<file path="config.mk">
export PLATFORM = sky130hd
export DESIGN_NAME = front_cone_nearest_three_select_unit
export DESIGN_NICKNAME = d
export VERILOG_FILES = /design/src/rtl/fcn3_pkg.sv /design/src/rtl/front_cone_nearest_three_select_unit.sv /design/src/rtl/fcn3_front.sv /design/src/rtl/fcn3_cell.sv
export SDC_FILE = /design/constraint.sdc
export NUM_CORES = 2
export LEC_CHECK = 0
export ABC_AREA = 1
export BUFFER_PORTS_ARGS = -buffer_cell sky130_fd_sc_hd__buf_4
export CORE_MARGIN = 1.5
export CORE_UTILIZATION = 42
export DETAILED_ROUTE_END_ITERATION = 10
export PLACE_DENSITY = 0.68
export SLEW_MARGIN = 20
export SYNTH_ARGS = -nofsm -noshare
export SYNTH_HDL_FRONTEND = slang
export SYNTH_SLANG_ARGS = --single-unit
</file>
<file path="constraint.sdc">
create_clock -name clk -period 18.9 [get_ports clk]
set_input_delay 2.835 -clock clk [delete_from_list [all_inputs] [get_ports clk]]
set_output_delay 2.835 -clock clk [all_outputs]
set_load 0.05 [all_outputs]
</file>
<file path="src/rtl/fcn3_pkg.sv">
package fcn3_pkg;

	localparam int COORD_BITS = 16;
	localparam int SLOPE_BITS = 16;
	localparam int DIST_BITS = 31;
	localparam int SLOPE_FRAC = 12;
	localparam logic [SLOPE_BITS-1:0] SLOPE_RESET = 16'd7095;
	localparam logic signed [COORD_BITS-1:0] POS_MISSING = 16'sd32767;

	typedef logic signed [COORD_BITS-1:0] coord_t;
	typedef logic [DIST_BITS-1:0] dist_t;

	typedef struct packed {
		coord_t pos_x;
		coord_t pos_y;
		coord_t vel_x;
		coord_t vel_y;
	} person_t;

	typedef struct packed {
		logic valid;
		dist_t dist_sq;
		person_t p;
	} cell_t;

	typedef struct packed {
		logic last;
		logic qual;
		dist_t dist_sq;
		person_t p;
	} front_t;

	typedef struct packed {
		logic found;
		person_t p;
	} result_t;

endpackage

</file>
<file path="src/rtl/front_cone_nearest_three_select_unit.sv">
// a closing transaction passes stage 1 and stage 2, then its list's results load the output row
// throughput: one input transaction per cycle through a two-stage front end and a row of cells,
// except while a closing transaction waits in stage 2 until the output row is free to take the
// snapshot; a list delivers its KEEP_COUNT results one per output transfer
// reset: asynchronous, clears valid bits and counters, not cell data; cone_slope returns to 7095
module front_cone_nearest_three_select_unit #(
	parameter int KEEP_COUNT = 3,
	parameter int INDEX_BITS = 6
) (
	input logic clk,
	input logic arst_n,
	input logic cfg_valid,
	output logic cfg_ready,
	input logic [fcn3_pkg::SLOPE_BITS-1:0] cfg_data,
	input logic in_valid,
	output logic in_ready,
	input logic signed [15:0] pos_x,
	input logic signed [15:0] pos_y,
	input logic signed [15:0] vel_x,
	input logic signed [15:0] vel_y,
	input logic end_of_list,
	output logic out_valid,
	input logic out_ready,
	output logic [((KEEP_COUNT > 1) ? $clog2(KEEP_COUNT) : 1)-1:0] rank,
	output logic found,
	output logic signed [15:0] sel_pos_x,
	output logic signed [15:0] sel_pos_y,
	output logic signed [15:0] sel_vel_x,
	output logic signed [15:0] sel_vel_y,
	output logic [INDEX_BITS-1:0] sel_index,
	output logic final_result
);
	import fcn3_pkg::*;

	localparam int RANK_BITS = (KEEP_COUNT > 1) ? $clog2(KEEP_COUNT) : 1;
	localparam int CNT_BITS = $clog2(KEEP_COUNT + 1);
	localparam logic [INDEX_BITS-1:0] INDEX_MAX = {INDEX_BITS{1'b1}};
	localparam logic [INDEX_BITS-1:0] INDEX_ONE = INDEX_BITS'(1);
	localparam logic [CNT_BITS-1:0] CNT_FULL = CNT_BITS'(KEEP_COUNT);
	localparam logic [CNT_BITS-1:0] CNT_ONE = CNT_BITS'(1);

	logic [SLOPE_BITS-1:0] cone_slope_q;
	logic [INDEX_BITS-1:0] cnt_q;
	logic [CNT_BITS-1:0] ocnt_q;
	result_t obuf_q [KEEP_COUNT];
	logic [INDEX_BITS-1:0] oidx_q [KEEP_COUNT];

	logic adv;
	logic take;
	logic snap_ok;
	logic snap;
	logic out_fire;
	logic v_s2;
	front_t f_s2;
	logic [INDEX_BITS-1:0] idx_s2;
	person_t in_p;
	cell_t new_c;
	logic upd;

	cell_t cur_c [KEEP_COUNT];
	cell_t nxt_c [KEEP_COUNT];
	logic [INDEX_BITS-1:0] cur_idx [KEEP_COUNT];
	logic [INDEX_BITS-1:0] nxt_idx [KEEP_COUNT];
	logic hit [KEEP_COUNT];

	// configuration
	assign cfg_ready = 1'b1;

	always_ff @(posedge clk or negedge arst_n) begin
		if (!arst_n) begin
			cone_slope_q <= SLOPE_RESET;
		end else if (cfg_valid && cfg_ready) begin
			cone_slope_q <= cfg_data;
		end
	end

	// input side and list position
	assign out_fire = out_valid && out_ready;
	assign snap_ok = (ocnt_q == '0) || ((ocnt_q == CNT_ONE) && out_ready);
	assign adv = !(v_s2 && f_s2.last && !snap_ok);
	assign in_ready = adv;
	assign take = in_valid && in_ready;
	assign in_p = '{pos_x: pos_x, pos_y: pos_y, vel_x: vel_x, vel_y: vel_y};

	always_ff @(posedge clk or negedge arst_n) begin
		if (!arst_n) begin
			cnt_q <= '0;
		end else if (take) begin
			if (end_of_list) begin
				cnt_q <= '0;
			end else if (cnt_q != INDEX_MAX) begin
				cnt_q <= cnt_q + INDEX_ONE;
			end
		end
	end

	fcn3_front #(
		.INDEX_BITS(INDEX_BITS)
	) u_front (
		.clk(clk),
		.arst_n(arst_n),
		.adv(adv),
		.take(take),
		.slope(cone_slope_q),
		.in_p(in_p),
		.in_last(end_of_list),
		.in_idx(cnt_q),
		.v_s2(v_s2),
		.f_s2(f_s2),
		.idx_s2(idx_s2)
	);

	// row of ranking cells
	assign upd = v_s2 && adv && f_s2.qual;
	assign snap = v_s2 && adv && f_s2.last;
	assign new_c = '{valid: 1'b1, dist_sq: f_s2.dist_sq, p: f_s2.p};

	for (genvar k = 0; k < KEEP_COUNT; k++) begin : g_cell
		if (k == 0) begin : g_head
			fcn3_cell #(
				.INDEX_BITS(INDEX_BITS)
			) u_cell (
				.clk(clk),
				.arst_n(arst_n),
				.upd(upd),
				.clear(snap),
				.new_c(new_c),
				.new_idx(idx_s2),
				.ins_in(1'b0),
				.nbr_c(new_c),
				.nbr_idx(idx_s2),
				.cur_c(cur_c[k]),
				.cur_idx(cur_idx[k]),
				.nxt_c(nxt_c[k]),
				.nxt_idx(nxt_idx[k]),
				.hit(hit[k])
			);
		end else begin : g_body
			fcn3_cell #(
				.INDEX_BITS(INDEX_BITS)
			) u_cell (
				.clk(clk),
				.arst_n(arst_n),
				.upd(upd),
				.clear(snap),
				.new_c(new_c),
				.new_idx(idx_s2),
				.ins_in(hit[k-1]),
				.nbr_c(cur_c[k-1]),
				.nbr_idx(cur_idx[k-1]),
				.cur_c(cur_c[k]),
				.cur_idx(cur_idx[k]),
				.nxt_c(nxt_c[k]),
				.nxt_idx(nxt_idx[k]),
				.hit(hit[k])
			);
		end
	end

	// output row, loaded from the cells at the end of a list
	always_ff @(posedge clk or negedge arst_n) begin
		if (!arst_n) begin
			ocnt_q <= '0;
		end else if (snap) begin
			ocnt_q <= CNT_FULL;
		end else if (out_fire) begin
			ocnt_q <= ocnt_q - CNT_ONE;
		end
	end

	always_ff @(posedge clk) begin
		if (snap) begin
			for (int k = 0; k < KEEP_COUNT; k++) begin
				obuf_q[k].found <= nxt_c[k].valid;
				if (nxt_c[k].valid) begin
					obuf_q[k].p <= nxt_c[k].p;
					oidx_q[k] <= nxt_idx[k];
				end else begin
					obuf_q[k].p <= '{pos_x: POS_MISSING, pos_y: POS_MISSING,
						vel_x: '0, vel_y: '0};
					oidx_q[k] <= '0;
				end
			end
		end else if (out_fire) begin
			for (int k = 0; k < KEEP_COUNT - 1; k++) begin
				obuf_q[k] <= obuf_q[k+1];
				oidx_q[k] <= oidx_q[k+1];
			end
		end
	end

	assign out_valid = (ocnt_q != '0);
	assign rank = RANK_BITS'(CNT_FULL - ocnt_q);
	assign found = obuf_q[0].found;
	assign sel_pos_x = obuf_q[0].p.pos_x;
	assign sel_pos_y = obuf_q[0].p.pos_y;
	assign sel_vel_x = obuf_q[0].p.vel_x;
	assign sel_vel_y = obuf_q[0].p.vel_y;
	assign sel_index = oidx_q[0];
	assign final_result = (ocnt_q == CNT_ONE);

	// checks
	a_ocnt_range: assert property (@(posedge clk) disable iff (!arst_n)
		ocnt_q <= CNT_FULL)
		else $error("output count beyond row length");

	a_snap_free: assert property (@(posedge clk) disable iff (!arst_n)
		snap |-> (ocnt_q == '0) || ((ocnt_q == CNT_ONE) && out_fire))
		else $error("snapshot over undelivered results");

	a_stall_cause: assert property (@(posedge clk) disable iff (!arst_n)
		!in_ready |-> v_s2 && f_s2.last && (ocnt_q != '0))
		else $error("input stalled without a pending list end");

	a_snap_load: assert property (@(posedge clk) disable iff (!arst_n)
		snap |=> out_valid && (ocnt_q == CNT_FULL))
		else $error("snapshot did not fill the output row");

	for (genvar k = 1; k < KEEP_COUNT; k++) begin : g_chk
		a_sorted: assert property (@(posedge clk) disable iff (!arst_n)
			cur_c[k].valid |-> cur_c[k-1].valid
				&& (cur_c[k-1].dist_sq <= cur_c[k].dist_sq))
			else $error("cell row out of order");
	end

endmodule

</file>
<file path="src/rtl/fcn3_front.sv">
module fcn3_front #(
	parameter int INDEX_BITS = 6
) (
	input logic clk,
	input logic arst_n,
	input logic adv,
	input logic take,
	input logic [fcn3_pkg::SLOPE_BITS-1:0] slope,
	input fcn3_pkg::person_t in_p,
	input logic in_last,
	input logic [INDEX_BITS-1:0] in_idx,
	output logic v_s2,
	output fcn3_pkg::front_t f_s2,
	output logic [INDEX_BITS-1:0] idx_s2
);
	import fcn3_pkg::*;

	logic v_s1;
	logic last_s1;
	logic xpos_s1;
	logic [30:0] rhs_s1;
	logic [27:0] lhs_s1;
	logic [29:0] xsq_s1;
	logic [31:0] ysq_s1;
	person_t p_s1;
	logic [INDEX_BITS-1:0] idx_s1;

	logic [15:0] ay;
	logic [14:0] xm;

	assign ay = in_p.pos_y[15] ? (~in_p.pos_y + 16'd1) : in_p.pos_y;
	assign xm = in_p.pos_x[14:0];

	always_ff @(posedge clk or negedge arst_n) begin
		if (!arst_n) begin
			v_s1 <= 1'b0;
			v_s2 <= 1'b0;
		end else if (adv) begin
			v_s1 <= take;
			v_s2 <= v_s1;
		end
	end

	// stage 1: products
	always_ff @(posedge clk) begin
		if (adv) begin
			last_s1 <= in_last;
			xpos_s1 <= !in_p.pos_x[15] && (in_p.pos_x != '0);
			rhs_s1 <= 31'(slope) * 31'(xm);
			lhs_s1 <= {ay, {SLOPE_FRAC{1'b0}}};
			xsq_s1 <= 30'(xm) * 30'(xm);
			ysq_s1 <= 32'(ay) * 32'(ay);
			p_s1 <= in_p;
			idx_s1 <= in_idx;
		end
	end

	// stage 2: distance and cone test
	always_ff @(posedge clk) begin
		if (adv) begin
			f_s2.last <= last_s1;
			f_s2.qual <= xpos_s1 && ({3'b000, lhs_s1} < rhs_s1);
			f_s2.dist_sq <= DIST_BITS'({1'b0, xsq_s1}) + DIST_BITS'(ysq_s1);
			f_s2.p <= p_s1;
			idx_s2 <= idx_s1;
		end
	end

endmodule

</file>
<file path="src/rtl/fcn3_cell.sv">
module fcn3_cell #(
	parameter int INDEX_BITS = 6
) (
	input logic clk,
	input logic arst_n,
	input logic upd,
	input logic clear,
	input fcn3_pkg::cell_t new_c,
	input logic [INDEX_BITS-1:0] new_idx,
	input logic ins_in,
	input fcn3_pkg::cell_t nbr_c,
	input logic [INDEX_BITS-1:0] nbr_idx,
	output fcn3_pkg::cell_t cur_c,
	output logic [INDEX_BITS-1:0] cur_idx,
	output fcn3_pkg::cell_t nxt_c,
	output logic [INDEX_BITS-1:0] nxt_idx,
	output logic hit
);
	import fcn3_pkg::*;

	logic valid_q;
	dist_t dist_q;
	person_t p_q;
	logic [INDEX_BITS-1:0] idx_q;

	assign cur_c = '{valid: valid_q, dist_sq: dist_q, p: p_q};
	assign cur_idx = idx_q;

	// strict compare keeps the earlier item ahead on a tie
	assign hit = ins_in || (upd && (!valid_q || (new_c.dist_sq < dist_q)));

	always_comb begin
		if (ins_in) begin
			nxt_c = nbr_c;
			nxt_idx = nbr_idx;
		end else if (hit) begin
			nxt_c = new_c;
			nxt_idx = new_idx;
		end else begin
			nxt_c = cur_c;
			nxt_idx = idx_q;
		end
	end

	always_ff @(posedge clk or negedge arst_n) begin
		if (!arst_n) begin
			valid_q <= 1'b0;
		end else if (clear) begin
			valid_q <= 1'b0;
		end else begin
			valid_q <= nxt_c.valid;
		end
	end

	always_ff @(posedge clk) begin
		dist_q <= nxt_c.dist_sq;
		p_q <= nxt_c.p;
		idx_q <= nxt_idx;
	end

endmodule

</file>
==> impl_metrics.ini <==
[outcome]
status = finished, final reports clean

[critical_path]
r2r_cells = 20
cp_num_cells = 28
crit_family = adder cells
critPathBufInv = 8
max_stage_delay_ps = 840
startpoint_type = primary input
required_ps = 19310
r2r_slack_ps = 12680
cp-end-kind = flip-flop
cpMaxStageDelayCell = xor2_1
crit_end = u_front.ysq_s1[28]
worstSetupPathType = primary input to flip-flop
crit_fanout = 17
critPathArrivalTime_ps = 10370
rr_startpoint = cone_slope_q[8]
r2r_end = u_front.rhs_s1[24]
setup.worst_path.start = pos_y[0]

[synthesis]
synthArstFlopShare_pct = 3.52
muxShareOfSynthArea_pct = 0.339
synthTopCellsByArea = edfxtp_1 31%, fa_1 17%, ha_1 9.4%, nand2_1 8.8%, dfxtp_1 7.7%
synth.top_cell.area_share_pct = 31.0
synth.distinct_cells = 58
synthSimpleGateAreaFrac_pct = 15.8
synth-compound-area-share_pct = 5.00
synth_fa_ha_area_share_pct = 26.5
synth-seq-cells = 823
yosysWarnings = 0
synth_edf_count = 578
ys.flop_type = edfxtp_1
avgSynthCellArea_um2 = 9.44
synth_top_family_by_area = adder cells
synthCells = 5933
synth.largest_area_cell = edfxtp_1
synth_xor_area_share_pct = 1.92
ys_seq_area_share_pct = 40.0
synth_area_um2 = 56000

[clock_tree]
clock_sinks = 823
postCtsSetupBuffers = 0
cts_tree = done
hold_buffers = 0
cts_root_buffer = clkbuf_16
clk_pin_slew_ps = 60
clock_latency_ps = 700
cts_resized = 0
ctsHtreeMaxLevel = 3
cts_max_path_buffers = 3
cts_made_buffers = 85

[detailed_routing]
drt-vias-per-instance = 5.04
wl_met3_um = 7090
wire_per_inst_um = 16.7
routed-wl-met2_um = 64200
drt_iter0_drc = 2981
vias = 39156
m1WireLength_um = 55600
highest_layer = met5
dr.pass1.iters = 6
routed_wl_um = 130000
ant_nets = 0
drc = 0

[timing]
drv_slew = 0
setup_viol = 0
min_period_ps = 9960
skew_ps = 63.4
tightest_slew_ps = 1110
fin_ws_ps = 8940
hold_viol_final = 0
fmax_mhz = 100
relSlewSlack_pct = 25.8
post-route-period-util_pct = 52.7
finalSetupTns_ps = 0
rsz0062_at_grt = no

[floorplan]
fp.coreArea_um2 = 132000
start_util_pct = 42.5
dieArea_um2 = 136000
std_cell_rows = 133
die_x_um = 368
ios = 163
die_height_um = 368

[hold_path]
hp-class = flip-flop to flip-flop

[grt]
grt_pass1_vias = 40473
antenna_found_initial = 3
grt_max_degree = 156
grt_usage_pct = 19.4
overflow = 0
grt_pass1_wl_um = 211000

[final_layout]
multi_input_area_um2 = 27900
final_cell_mix = 1306 x nand2_1, 1144 x inv_1, 578 x edfxtp_1
drive_gt1_share_pct = 6.23
final_common_cell = nand2_1
seq_area_um2 = 22400
num-fill-cells = 12291
fin_cells = 7771
fin_nets = 6927
syn2layout_area_growth_pct = 9.12
postLayoutCellArea_um2 = 61100

[placed_design]
io_buffers = 161
placed_cell_area_um2 = 58300
pre_cts_ws_ps = 8290
gp_congestion = 0.858
dp_cells = 7610
dpl.hpwl_um = 91600

[flow_run]
drv_cap = 0
## stage by stage
stage | util (%) | hold slack (ps)
2_1_floorplan | - | 400
3_5_place_dp | 44.2 | 405
4_1_cts | 46.3 | 405
6_report | 46.3 | 402
3_3_place_gp | 44.2 | 401
5_1_grt | 46.3 | 401
## worst min path at each step
stage | start | end | slack, ps | cells past startpoint
6_report | u_front.p_s1[33] | u_front.f_s2[33] | 400 | 0
5_1_grt | u_front.p_s1[40] | u_front.f_s2[40] | 400 | 0
4_1_cts | u_front.p_s1[40] | u_front.f_s2[40] | 410 | 0
3_5_place_dp | u_front.p_s1[4] | u_front.f_s2[4] | 400 | 0
3_3_place_gp | u_front.p_s1[33] | u_front.f_s2[33] | 400 | 0
2_1_floorplan | u_front.p_s1[0] | u_front.f_s2[0] | 400 | 0
## synthesized netlist by cell type (19+ instances only)
library cell  instances
ha_1                419
inv_1              1144
a21oi_1             180
or2_0                37
o22ai_1              81
o21ai_0             152
xor2_1               80
dfrtp_1              19
nand4_1              52
nor3_1               26
nor2_1              287
edfxtp_1            578
nand2_1            1314
fa_1                480
buf_4                86
dfxtp_1             216
clkbuf_1            117
nand3_1             384
xnor2_1              43
buf_2                59
## cells by family (layout without fill, tap and decap cells)
family          Yosys count  in the layout
mux                      17             17
xor+xnor                123            123
compound gates          501            501
simple gates           2136           2136
other cells               2             13
buf+inv                1432           1504
flops                   823            823
fa+ha+maj               899            899
## layout make-up
| cell class | count | area share, % |
|---|---|---|
| clock inverters | 29 | 0.661 |
| diodes | 1 | 0.00409 |
| well taps | 1755 | 3.59 |
| clock buffers | 131 | 3.98 |
| flip-flops and latches | 823 | 36.7 |
| repair buffers | 190 | 2.37 |
| inverters | 1154 | 7.09 |
| multi-input cells | 3688 | 45.6 |
## routing by layer
metal	vias to the layer above	track usage, %
li1	18760	-
met1	19151	25.0
met2	1022	33.8
met3	221	2.57
met4	2	5.67
met5	-	0
## state kept, by name, summed over array words and instances, names as in the netlist, 16 cells and up
register and flops:
g_cell.g_head.u_cell.cur_c 64, u_front.ysq_s1 29, g_cell.g_head.u_cell.dist_q 31, u_front.rhs_s1 31, u_front.xsq_s1 28, obuf_q 195, cone_slope_q 16, g_cell.g_body.u_cell.cur_c 128
oidx_q 18, u_front.p_s1 64, u_front.f_s2 97, g_cell.g_body.u_cell.dist_q 62
Power is left out: the tool's default activity adds up to more than one toggle a clock period on the data nets, which glitch-free logic cannot reach.
